### src/hw/rtl/assert_macros.svh
// Assertion macros shared by the cache RTL.
// Depends on nothing; the including module supplies i_clk and i_rst_n.
`ifndef ASSERT_MACROS_SVH
`define ASSERT_MACROS_SVH

// Checked while reset is released.
`define MTFC_ASSERT(lbl, prop) \
    lbl: assert property (@(posedge i_clk) disable iff (!i_rst_n) (prop)) \
        else $error("assertion failed");

// Checked at every edge, reset included.
`define MTFC_ASSERT_ALWAYS(lbl, prop) \
    lbl: assert property (@(posedge i_clk) (prop)) \
        else $error("assertion failed");

`endif

### src/hw/rtl/mtfc_pkg.sv
// Types and constants of the move-to-front key/value cache.
// Used by the cache cell and the top level; depends on nothing.
package mtfc_pkg;

    localparam int KEY_W  = 8;
    localparam int VAL_W  = 8;
    localparam int SIZE_W = 5;
    localparam int CNT_W  = 8;

    localparam logic FUNC_LOOKUP = 1'b0;
    localparam logic FUNC_UPDATE = 1'b1;

    localparam logic REG_ACTIVE_SIZE = 1'b0;

    typedef enum logic [2:0] {
        CMD_NONE,
        CMD_MOVE,
        CMD_INSERT,
        CMD_WRITE,
        CMD_CLEAR
    } t_cmd;

    typedef struct packed {
        logic             valid;
        logic [KEY_W-1:0] key;
        logic [VAL_W-1:0] value;
    } t_entry;

    typedef struct packed {
        logic             match;
        logic [VAL_W-1:0] value;
    } t_chain;

    typedef struct packed {
        t_cmd             cmd;
        logic [VAL_W-1:0] value;
    } t_cell_ctrl;

endpackage

### src/hw/rtl/mtfc_cell.sv
// One cell of the cache chain: holds one entry, compares it with the key and
// takes its neighbor's entry on a shift. Depends on mtfc_pkg.
module mtfc_cell (
    input  logic                       i_clk,
    input  logic                       i_rst_n,
    input  logic                       i_first,
    input  logic                       i_in_range,
    input  logic [mtfc_pkg::KEY_W-1:0] i_key,
    input  mtfc_pkg::t_cell_ctrl       i_ctrl,
    input  mtfc_pkg::t_entry           i_prev,
    input  mtfc_pkg::t_chain           i_behind,
    output mtfc_pkg::t_entry           o_entry,
    output mtfc_pkg::t_chain           o_chain,
    output logic                       o_match
);

    logic                       r_valid;
    logic [mtfc_pkg::KEY_W-1:0] r_key;
    logic [mtfc_pkg::VAL_W-1:0] r_value;
    mtfc_pkg::t_entry           n_entry;
    logic                       w_match;

    assign w_match = r_valid && i_in_range && (r_key == i_key);
    assign o_match = w_match;
    assign o_entry = '{valid: r_valid, key: r_key, value: r_value};

    assign o_chain.match = w_match | i_behind.match;
    assign o_chain.value = i_behind.value | (w_match ? r_value : '0);

    always_comb begin
        n_entry = o_entry;
        unique case (i_ctrl.cmd)
            mtfc_pkg::CMD_NONE: begin
            end
            mtfc_pkg::CMD_CLEAR: begin
                n_entry.valid = 1'b0;
            end
            mtfc_pkg::CMD_MOVE: begin
                if (i_in_range) begin
                    if (i_first) begin
                        n_entry = '{valid: 1'b1, key: i_key, value: i_ctrl.value};
                    end else if (o_chain.match) begin
                        n_entry = i_prev;
                    end
                end
            end
            mtfc_pkg::CMD_INSERT: begin
                if (i_in_range) begin
                    if (i_first) begin
                        n_entry = '{valid: 1'b1, key: i_key, value: i_ctrl.value};
                    end else begin
                        n_entry = i_prev;
                    end
                end
            end
            mtfc_pkg::CMD_WRITE: begin
                if (w_match) begin
                    n_entry.value = i_ctrl.value;
                end
            end
            default: begin
            end
        endcase
    end

    always_ff @(posedge i_clk) begin
        if (!i_rst_n) begin
            r_valid <= 1'b0;
        end else begin
            r_valid <= n_entry.valid;
        end
    end

    always_ff @(posedge i_clk) begin
        r_key   <= n_entry.key;
        r_value <= n_entry.value;
    end

endmodule

### src/hw/rtl/move_to_front_key_value_cache_top.sv
// Top level of the move-to-front key/value cache: APB register, stream
// ports, output register and the chain of cells. Depends on mtfc_pkg,
// mtfc_cell and assert_macros.svh.
//
//   Channel   Direction  Handshake                    Word
//   s_axis    in         tvalid/tready                tdata key,value; tuser func
//   m_axis    out        tvalid/tready                tdata read_value; tuser hit
//   apb       in         psel/penable/pwrite, pready  active_size at address 0
//
// One word is taken per cycle while s_axis_tready is high: every cell compares its key in
// the cycle the word is accepted, and the cells shift on a lookup hit or an update miss.
// The result is registered and appears in the following cycle.
// The input stalls only while a result waits and m_axis_tready is low.
// Reset clears the valid marks at once; no clearing pass is needed.
module move_to_front_key_value_cache_top #(
    parameter int MAX_ENTRIES = 16
) (
    input  logic        i_clk,
    input  logic        i_rst_n,
    input  logic        psel,
    input  logic        penable,
    input  logic        pwrite,
    input  logic [2:0]  paddr,
    input  logic [31:0] pwdata,
    output logic [31:0] prdata,
    output logic        pready,
    input  logic        s_axis_tvalid,
    output logic        s_axis_tready,
    input  logic [15:0] s_axis_tdata,  // key_id[7:0], write_value[15:8]
    input  logic        s_axis_tuser,  // func[0]
    output logic        m_axis_tvalid,
    input  logic        m_axis_tready,
    output logic [7:0]  m_axis_tdata,  // read_value[7:0]
    output logic        m_axis_tuser   // hit[0]
);

    logic [mtfc_pkg::SIZE_W-1:0] r_active_size;
    logic                        r_out_valid;
    logic                        r_hit;
    logic [mtfc_pkg::VAL_W-1:0]  r_read_value;
    logic                        n_out_valid;

    logic                        w_cfg_write;
    logic                        w_accept;
    logic                        w_func;
    logic [mtfc_pkg::KEY_W-1:0]  w_key;
    logic [mtfc_pkg::VAL_W-1:0]  w_wval;
    logic                        w_hit;
    mtfc_pkg::t_cell_ctrl        w_ctrl;

    mtfc_pkg::t_entry            w_entry [MAX_ENTRIES];
    mtfc_pkg::t_entry            w_prev  [MAX_ENTRIES];
    mtfc_pkg::t_chain            w_chain [MAX_ENTRIES+1];
    logic [MAX_ENTRIES-1:0]      w_valid_vec;
    logic [MAX_ENTRIES-1:0]      w_match_vec;

    assign pready      = 1'b1;
    assign w_cfg_write = psel && penable && pwrite && pready
                         && (paddr[2] == mtfc_pkg::REG_ACTIVE_SIZE);
    assign prdata      = (paddr[2] == mtfc_pkg::REG_ACTIVE_SIZE)
                         ? {{(32-mtfc_pkg::SIZE_W){1'b0}}, r_active_size} : 32'd0;

    always_ff @(posedge i_clk) begin
        if (!i_rst_n) begin
            r_active_size <= '0;
        end else if (w_cfg_write) begin
            r_active_size <= pwdata[mtfc_pkg::SIZE_W-1:0];
        end
    end

    assign w_func        = s_axis_tuser;
    assign w_key         = s_axis_tdata[7:0];
    assign w_wval        = s_axis_tdata[15:8];
    assign s_axis_tready = !r_out_valid || m_axis_tready;
    assign w_accept      = s_axis_tvalid && s_axis_tready;
    assign w_hit         = w_chain[0].match;

    always_comb begin
        w_ctrl.cmd   = mtfc_pkg::CMD_NONE;
        w_ctrl.value = w_wval;
        priority if (w_cfg_write) begin
            w_ctrl.cmd = mtfc_pkg::CMD_CLEAR;
        end else if (w_accept && w_func == mtfc_pkg::FUNC_LOOKUP) begin
            if (w_hit) begin
                w_ctrl.cmd   = mtfc_pkg::CMD_MOVE;
                w_ctrl.value = w_chain[0].value;
            end
        end else if (w_accept) begin
            w_ctrl.cmd = w_hit ? mtfc_pkg::CMD_WRITE : mtfc_pkg::CMD_INSERT;
        end else begin
            w_ctrl.cmd = mtfc_pkg::CMD_NONE;
        end
    end

    assign w_chain[MAX_ENTRIES] = '0;

    for (genvar g = 0; g < MAX_ENTRIES; g++) begin : g_cell
        if (g == 0) begin : g_head
            assign w_prev[g] = '0;
        end else begin : g_body
            assign w_prev[g] = w_entry[g-1];
        end

        mtfc_cell u_cell (
            .i_clk      (i_clk),
            .i_rst_n    (i_rst_n),
            .i_first    (g == 0),
            .i_in_range (mtfc_pkg::CNT_W'(g) <
                         {{(mtfc_pkg::CNT_W-mtfc_pkg::SIZE_W){1'b0}}, r_active_size}),
            .i_key      (w_key),
            .i_ctrl     (w_ctrl),
            .i_prev     (w_prev[g]),
            .i_behind   (w_chain[g+1]),
            .o_entry    (w_entry[g]),
            .o_chain    (w_chain[g]),
            .o_match    (w_match_vec[g])
        );

        assign w_valid_vec[g] = w_entry[g].valid;
    end

    always_comb begin
        n_out_valid = r_out_valid;
        if (w_accept) begin
            n_out_valid = 1'b1;
        end else if (m_axis_tready) begin
            n_out_valid = 1'b0;
        end
    end

    always_ff @(posedge i_clk) begin
        if (!i_rst_n) begin
            r_out_valid <= 1'b0;
        end else begin
            r_out_valid <= n_out_valid;
        end
    end

    always_ff @(posedge i_clk) begin
        if (w_accept) begin
            r_hit        <= w_hit;
            r_read_value <= (w_func == mtfc_pkg::FUNC_LOOKUP && w_hit)
                            ? w_chain[0].value : '0;
        end
    end

    assign m_axis_tvalid = r_out_valid;
    assign m_axis_tdata  = r_read_value;
    assign m_axis_tuser  = r_hit;

`include "assert_macros.svh"

    `MTFC_ASSERT(a_miss_reads_zero, (m_axis_tvalid && !m_axis_tuser) |-> (m_axis_tdata == 8'd0))
    `MTFC_ASSERT(a_valid_prefix, (w_valid_vec & (w_valid_vec + 1'b1)) == '0)
    `MTFC_ASSERT(a_single_match, $onehot0(w_match_vec))
    `MTFC_ASSERT(a_clear_on_config, w_cfg_write |=> (w_valid_vec == '0))
    `MTFC_ASSERT_ALWAYS(a_ready_when_empty, !r_out_valid |-> s_axis_tready)

endmodule

### config.mk
export PLATFORM = sky130hd
export DESIGN_NAME = move_to_front_key_value_cache_top
export DESIGN_NICKNAME = d
export VERILOG_FILES = /design/src/hw/rtl/mtfc_pkg.sv /design/src/hw/rtl/mtfc_cell.sv /design/src/hw/rtl/move_to_front_key_value_cache_top.sv
export VERILOG_INCLUDE_DIRS = /design/src /design/src/hw/rtl
export SDC_FILE = /design/constraint.sdc
export NUM_CORES = 1
export LEC_CHECK = 0
export ABC_AREA = 1
export BUFFER_PORTS_ARGS = -buffer_cell sky130_fd_sc_hd__buf_4
export CORE_MARGIN = 4
export CORE_UTILIZATION = 61
export DETAILED_ROUTE_END_ITERATION = 16
export PLACE_DENSITY = 0.78
export SLEW_MARGIN = 0
export SYNTH_ARGS = -nofsm -noshare
export SYNTH_HDL_FRONTEND = slang
export SYNTH_SLANG_ARGS = --single-unit
### constraint.sdc
create_clock -name i_clk -period 4.45 [get_ports i_clk]
set_input_delay 1.335 -clock i_clk [delete_from_list [all_inputs] [get_ports i_clk]]
set_output_delay 1.335 -clock i_clk [all_outputs]
set_load 0.02 [all_outputs]
# == Word level (Yosys, flattened, before mapping) ==
# Cells that the tools add are included.
# word_totals
reg_bits,287
inputBits,59
out_inout_bits,44
word_cells,412
# op_classes
order_cmp,16
eq_ne,82
muxes,135
bitwise,32
n_reduce_logical,95
# ops
op,count
2-to-1 mux 17 bit,46
one-hot mux 8 bit (3 select lines),15
2-to-1 mux 8 bit,34
one-hot mux 8 bit (2 select lines),16
== test 8 bit,16
"!= test 2 x 1 -> 1 bit, second input constant",62
bitwise OR 8 bit,15
AND reduction 4 bit,30
AND reduction 5 bit,15
one-hot mux 1 bit (3 select lines),15
"< comparator 4 x 5 -> 1 bit, first input constant",8
logical AND 1 bit,38
"< comparator 3 x 5 -> 1 bit, first input constant",4
bitwise OR 1 bit,15
"< comparator 1 x 5 -> 1 bit, first input constant",2
"< comparator 2 x 5 -> 1 bit, first input constant",2
2-to-1 mux 9 bit,1
nonzero test 2 bit,4
"== test 3 x 2 -> 1 bit, second input constant",2
2-to-1 mux 3 bit,2
nonzero test 3 bit,2
2-to-1 mux 5 bit,1
AND reduction 2 bit,2
"== test 3 x 1 -> 1 bit, second input constant",1
9 further kinds,12

# == Depth between registers and ports, before layout ==
# logic_depth
depth_word,26
mapped_depth,22
ltp_nobuf,20

# == Hierarchy ==
# Synthesis repeated with hierarchy kept, for this count alone.
# hier_totals
hier_cells,2194
hier_area_um2,18325.1
# by_module_without_submodules
mod,n_inst,cells_per_inst,area_each_um2,seq_area_each_um2
mtfc_cell,16,126,1067.3,500.5
move_to_front_key_value_cache_top,1,178,1248.7,390.4

# == Worst setup path before layout ==
# No wires, ideal clock.
# synth_path
kind,input port to flip-flop
startpoint,input port s_axis_tdata[5]
endpoint,"register g_cell[10].u_cell.r_value[0] in the netlist's numbering, enable pin"
setup_time_ns,0.375
t_arrival_ns,3.618
t_required_ns,4.075
setup_slack_ns,0.456
cell_stages,17
path_buffers,5
path_cell_list,buf_4 inv_2 buf_6 o21ai_0 nor2_1 nand3_1 nor2_1 nor2_2 nand4_4 nor2_4 nand4_4 nand3_4 buf_6 nand2_4 buf_6 buf_6 a21oi_1
# synth_via
elab_chain_len,24
elab_cells_between_ends,61
cone_classes,23 x eq/ne; 5 x mux; 15 x bitwise; 18 x reduce/logical
# synth_rtl
element,line,rtl
start: declaration,move_to_front_key_value_cache_top.sv:29,"input logic [15:0] s_axis_tdata,"
== test 8 bit,mtfc_cell.sv:23,assign w_match = r_valid && i_in_range && (r_key == i_key);
logical AND 1 bit,mtfc_cell.sv:23,
bitwise OR 1 bit (15 in series),mtfc_cell.sv:27,assign o_chain.match = w_match | i_behind.match;
2-to-1 mux 1 bit,move_to_front_key_value_cache_top.sv:89,w_ctrl.cmd = w_hit ? mtfc_pkg::CMD_WRITE : mtfc_pkg::CMD_INSERT;
2-to-1 mux 2 bit,move_to_front_key_value_cache_top.sv:88,end else if (w_accept) begin
2-to-1 mux 3 bit,move_to_front_key_value_cache_top.sv:83,end else if (w_accept && w_func == mtfc_pkg::FUNC_LOOKUP) begin
2-to-1 mux 3 bit,move_to_front_key_value_cache_top.sv:81,priority if (w_cfg_write) begin
== test 3 x 2 -> 1 bit / == test 3 x 1 -> 1 bit (equally long branches),mtfc_cell.sv:32,unique case (i_ctrl.cmd)
!= test 2 x 1 -> 1 bit (no source line) / nonzero test 3 bit (equally long branches),n/a,
AND reduction 5 bit (no source line) *,n/a,
end signal: assignment,mtfc_cell.sv:76,r_value <= n_entry.value;
end: declaration,mtfc_cell.sv:19,logic [mtfc_pkg::VAL_W-1:0] r_value;
# Mark *: on every way between the ends. The rest lies on a longest branch, timed or not.
# A chain may end at the register's enable or synchronous reset.

# == Worst setup path in the final report ==
# layout_path
startpoint,input port s_axis_tdata[4]
endpoint,"register g_cell[11].u_cell.r_key[6] in the netlist's numbering, enable pin"
# layout_via
elab_chain_len,24
elab_cells_between_ends,59
cone_classes,21 x eq/ne; 5 x mux; 15 x bitwise; 18 x reduce/logical
# layout_rtl
element,line,rtl
== test 8 bit,mtfc_cell.sv:23,
logical AND 1 bit,mtfc_cell.sv:23,
bitwise OR 1 bit (15 in series),mtfc_cell.sv:27,
2-to-1 mux 1 bit,move_to_front_key_value_cache_top.sv:89,
2-to-1 mux 2 bit,move_to_front_key_value_cache_top.sv:88,
2-to-1 mux 3 bit,move_to_front_key_value_cache_top.sv:83,
2-to-1 mux 3 bit,move_to_front_key_value_cache_top.sv:81,
== test 3 x 2 -> 1 bit / == test 3 x 1 -> 1 bit (equally long branches),mtfc_cell.sv:32,
!= test 2 x 1 -> 1 bit (no source line) / nonzero test 2 bit (equally long branches),n/a,
AND reduction 4 bit (no source line) *,n/a,
end signal: assignment,mtfc_cell.sv:75,r_key <= n_entry.key;
end: declaration,mtfc_cell.sv:18,logic [mtfc_pkg::KEY_W-1:0] r_key;
# Marks and branches as above.

==> out/metrics.cfg <==
[synthesis]
synth.top_cell.area_share_pct=55.4
synth_area_um2=14400
yosysSeqAreaShare_pct=58.4
avgSynthCellArea_um2=9.61
synth-edff-count=265
synth_compound_area_share_pct=11.5
synthXorXnorAreaFrac_pct=1.95
synth_cell_type_count=55
synth_adder_area_share_pct=0
async_flop_share_pct=0
postSynthCellCount=1496
synthTopCellsByArea=edfxtp_1, nand2_1, inv_1
yosys.area.top_type=edfxtp_1
synthFlopType=edfxtp_1
synthSimpleGateAreaFrac_pct=18.6
ys_seq_elements=287
synth_mux_area_share_pct=0
yosysWarnings=0
synth_top_family_by_area=simple AND/OR/NAND/NOR gates

[critical_path]
critical_path.top_delay_family=simple AND/OR/NAND/NOR gates
cp_slowest_stage_delay_ns=0.27
cp_max_fo=20
r2r-start=r_active_size[4]$_SDFFE_PN0P_
end_kind=flop
worstPathArrival_ns=4.10
path_buf_inv=4
crit_path_start_kind=input port
crit_required_ns=4.71
path_depth=17
cp_slowest_cell=inv_2
critPathKind=in -> reg
reg2regPathDepth=16
cp_cell_sequence=buf_4 > inv_2 > nand2_1 > nand4_1 > nor2_1 > nand2_1 > nand3_2 > nor2_4 > nand4_4 > nor2_4 > nand3_2 > nor2_1 > nand2_2 > nand2_4 > inv_2 > nor3b_1 > buf_4
reg2reg_to=g_cell[11].u_cell.r_key[6]$_DFFE_PP_
rrSetupSlack_ns=0.88

[sta]
finalHoldViolCount=0
min_period_ns=3.84
hold_ws_ns=0.454
drv_slew=0
min_period_over_period_pct=86.3
setup_violations=0
rsz0062_at_grt=no
max_freq_mhz=260
worstMarginPinSlew_ns=0.653
clock_skew_ns=0.0269
finalSetupTns_ns=0
slew_headroom_pct=56.5

[floorplan]
pin_count=103
start_util_pct=62.7
core_um2=22900
dieArea_um2=26100
die_width_um=161
die_h_um=161
row_count=55

[clock_tree]
post_cts_buffers=0
cts_resized=0
clk_pin_slew_ns=0.06
tritoncts.num_buffers=29
htreeDepth=1
clkSinkCount=287
postCtsHoldBufs=0
clk_latency_ns=0.57
clk_path_buf_depth=3
cts_tree=done
cts-root-buf=clkbuf_16

[grt]
grt_pass1_vias=11096
grt_pass1_wl_um=60700
antenna_found_initial=0
grt_max_degree=68
grt_overflow=0
grtUsageTotal_pct=29.5

[finish]
antennaDiodeCount=0
area_growth_pct=13.3
finalNetCount=1662
drive_above_1_share_pct=14.8

[power_and_ir_drop]
finalPower_mw=5.91
swShare_pct=23.7
pwr-share-comb_pct=7.8
powerDensity_nw_per_um2=363
clkPwrFrac_pct=40.0
switching_power_mw=1.40
ir_drop_uv=295
seqPwrFrac_pct=52.1
leakage_nw=6.72
power.internal_mw=4.51

[route]
antenna_left=0
drt_iter0_drc=1600
dr.pass1.iters=7
routedWlPerCell_um=20.0
drc=0
via_per_inst=5.97
num_vias=11581
drt-total-wl_um=38800

[place]
place.gp.congestion=0.993
dpl.hpwl_um=28400
place.port_buffers=45

[outcome]
status=finished clean

[hold_path]
hp-start=g_cell[4].u_cell.r_key[1]$_DFFE_PP_
hold_end=g_cell[5].u_cell.r_key[1]$_DFFE_PP_
holdPathStages=0
hold_path_class=reg -> reg

[run]
maxCapViolations=0

==> layout by cell type, fill, tap and decap left out, types with 4 or more instances in the layout <==
cell and instances:
nand2_1 331, nand4_1 36, o21ai_1 15, nor2_1 97, buf_4 127, or2_1 6, nor2_2 6, a21oi_1 44
dfxtp_1 22, xnor2_1 18, or2_2 9, nor4_1 14, buf_12 4, nand3b_1 4, nor2_4 4, clkinv_1 8
nand2_2 7, conb_1 28, clkbuf_1 11, clkbuf_16 29, inv_1 201, nand3_2 5, o21ai_0 129, xor2_1 14
o22ai_1 54, a211oi_2 9, nor3_1 19, o2111ai_1 12, nand3_1 32, inv_2 21, edfxtp_1 265
==> cell usage after synthesis, types with 21 or more instances <==
library cell	instances
clkbuf_1	22
nand3_1	32
buf_4	40
inv_2	21
dfxtp_1	22
nand2_1	331
edfxtp_1	265
a21oi_1	44
nand4_1	36
nor2_1	98
o22ai_1	54
o21ai_0	129
inv_1	201
==> flip-flops by register name, summed over array words and instances (netlist names) <==
name	flops
m_axis_tuser	1
r_active_size	5
m_axis_tvalid	1
g_cell.u_cell.r_value	128
m_axis_tdata	8
g_cell.u_cell.r_valid	16
g_cell.u_cell.r_key	128
==> per-stage QoR <==
| stage | std cells | utilization, % | instance area [µm²] | setup slack [ns] |
|---|---|---|---|---|
| 2_1_floorplan | 1522 | - | 14500 | 0.456 |
| 3_3_place_gp | 1885 | 67.1 | 15400 | 0.195 |
| 3_5_place_dp | 1885 | 67.1 | 15400 | 0.147 |
| 4_1_cts | 1939 | 71.0 | 16300 | 0.705 |
| 5_1_grt | 1939 | 71.0 | 16300 | 0.440 |
| 6_report | 1939 | 71.0 | 16300 | 0.608 |
==> logic make-up (layout without fill, tap and decap cells) <==
kind of cell    Yosys count  count (layout)
simple gates            587             587
buf+inv                 306             410
flops                   287             287
compound gates          282             282
xor+xnor                 32              32
other cells               2              28
==> metal layers <==
layer	GRT usage [%]	wire, µm	vias to the layer above
met5	0	0	-
met4	8.34	1140	0
met3	7.66	5150	104
met2	47.0	17700	798
met1	40.7	14800	5417
li1	-	-	5262
==> final cells by class <==
class	instances	area, µm²
Tap cell	313	392
Clock inverter	14	134
Multi-Input combinational cell	929	4710
Sequential cell	287	8400
Inverter	225	847
Timing Repair Buffer	131	1030
Clock buffer	40	767
Fill cell	1631	6640
==> how the worst max path moves through the flow <==
stage                    start                                endpoint  slack [ns]
2_1_floorplan  s_axis_tdata[5]  g_cell[10].u_cell.r_value[0]$_DFFE_PP_        0.46
3_3_place_gp   s_axis_tdata[4]    g_cell[11].u_cell.r_key[4]$_DFFE_PP_        0.20
3_5_place_dp   s_axis_tdata[4]    g_cell[11].u_cell.r_key[1]$_DFFE_PP_        0.15
4_1_cts        s_axis_tdata[4]    g_cell[11].u_cell.r_key[1]$_DFFE_PP_        0.71
5_1_grt        s_axis_tdata[4]    g_cell[11].u_cell.r_key[0]$_DFFE_PP_        0.44
6_report       s_axis_tdata[4]    g_cell[11].u_cell.r_key[6]$_DFFE_PP_        0.61
==> power by group through the flow <==
stage | Combinational, mW | Sequential, mW | Clock [mW]
global route | 0.503 | 3.09 | 2.50
CTS | 0.452 | 3.08 | 2.37
floorplan | 0.302 | 3.13 | 0
global placement | 0.435 | 3.13 | 0
finish | 0.463 | 3.08 | 2.37
detailed placement | 0.448 | 3.14 | 0
==> worst reg2reg max path: stages (launching register included) <==
cell	delay (ns)
dfxtp_1	0.46
inv_2	0.19
o21ai_1	0.20
o21ai_1	0.32
nor2_1	0.08
nand2_1	0.10
nand3_2	0.10
nor2_4	0.16
nand4_4	0.13
nor2_4	0.19
nand3_2	0.12
nor2_1	0.17
nand2_2	0.12
nand2_4	0.25
inv_2	0.22
nor3b_1	0.24
buf_4	0.20
Power figures use the tool's default switching activity.
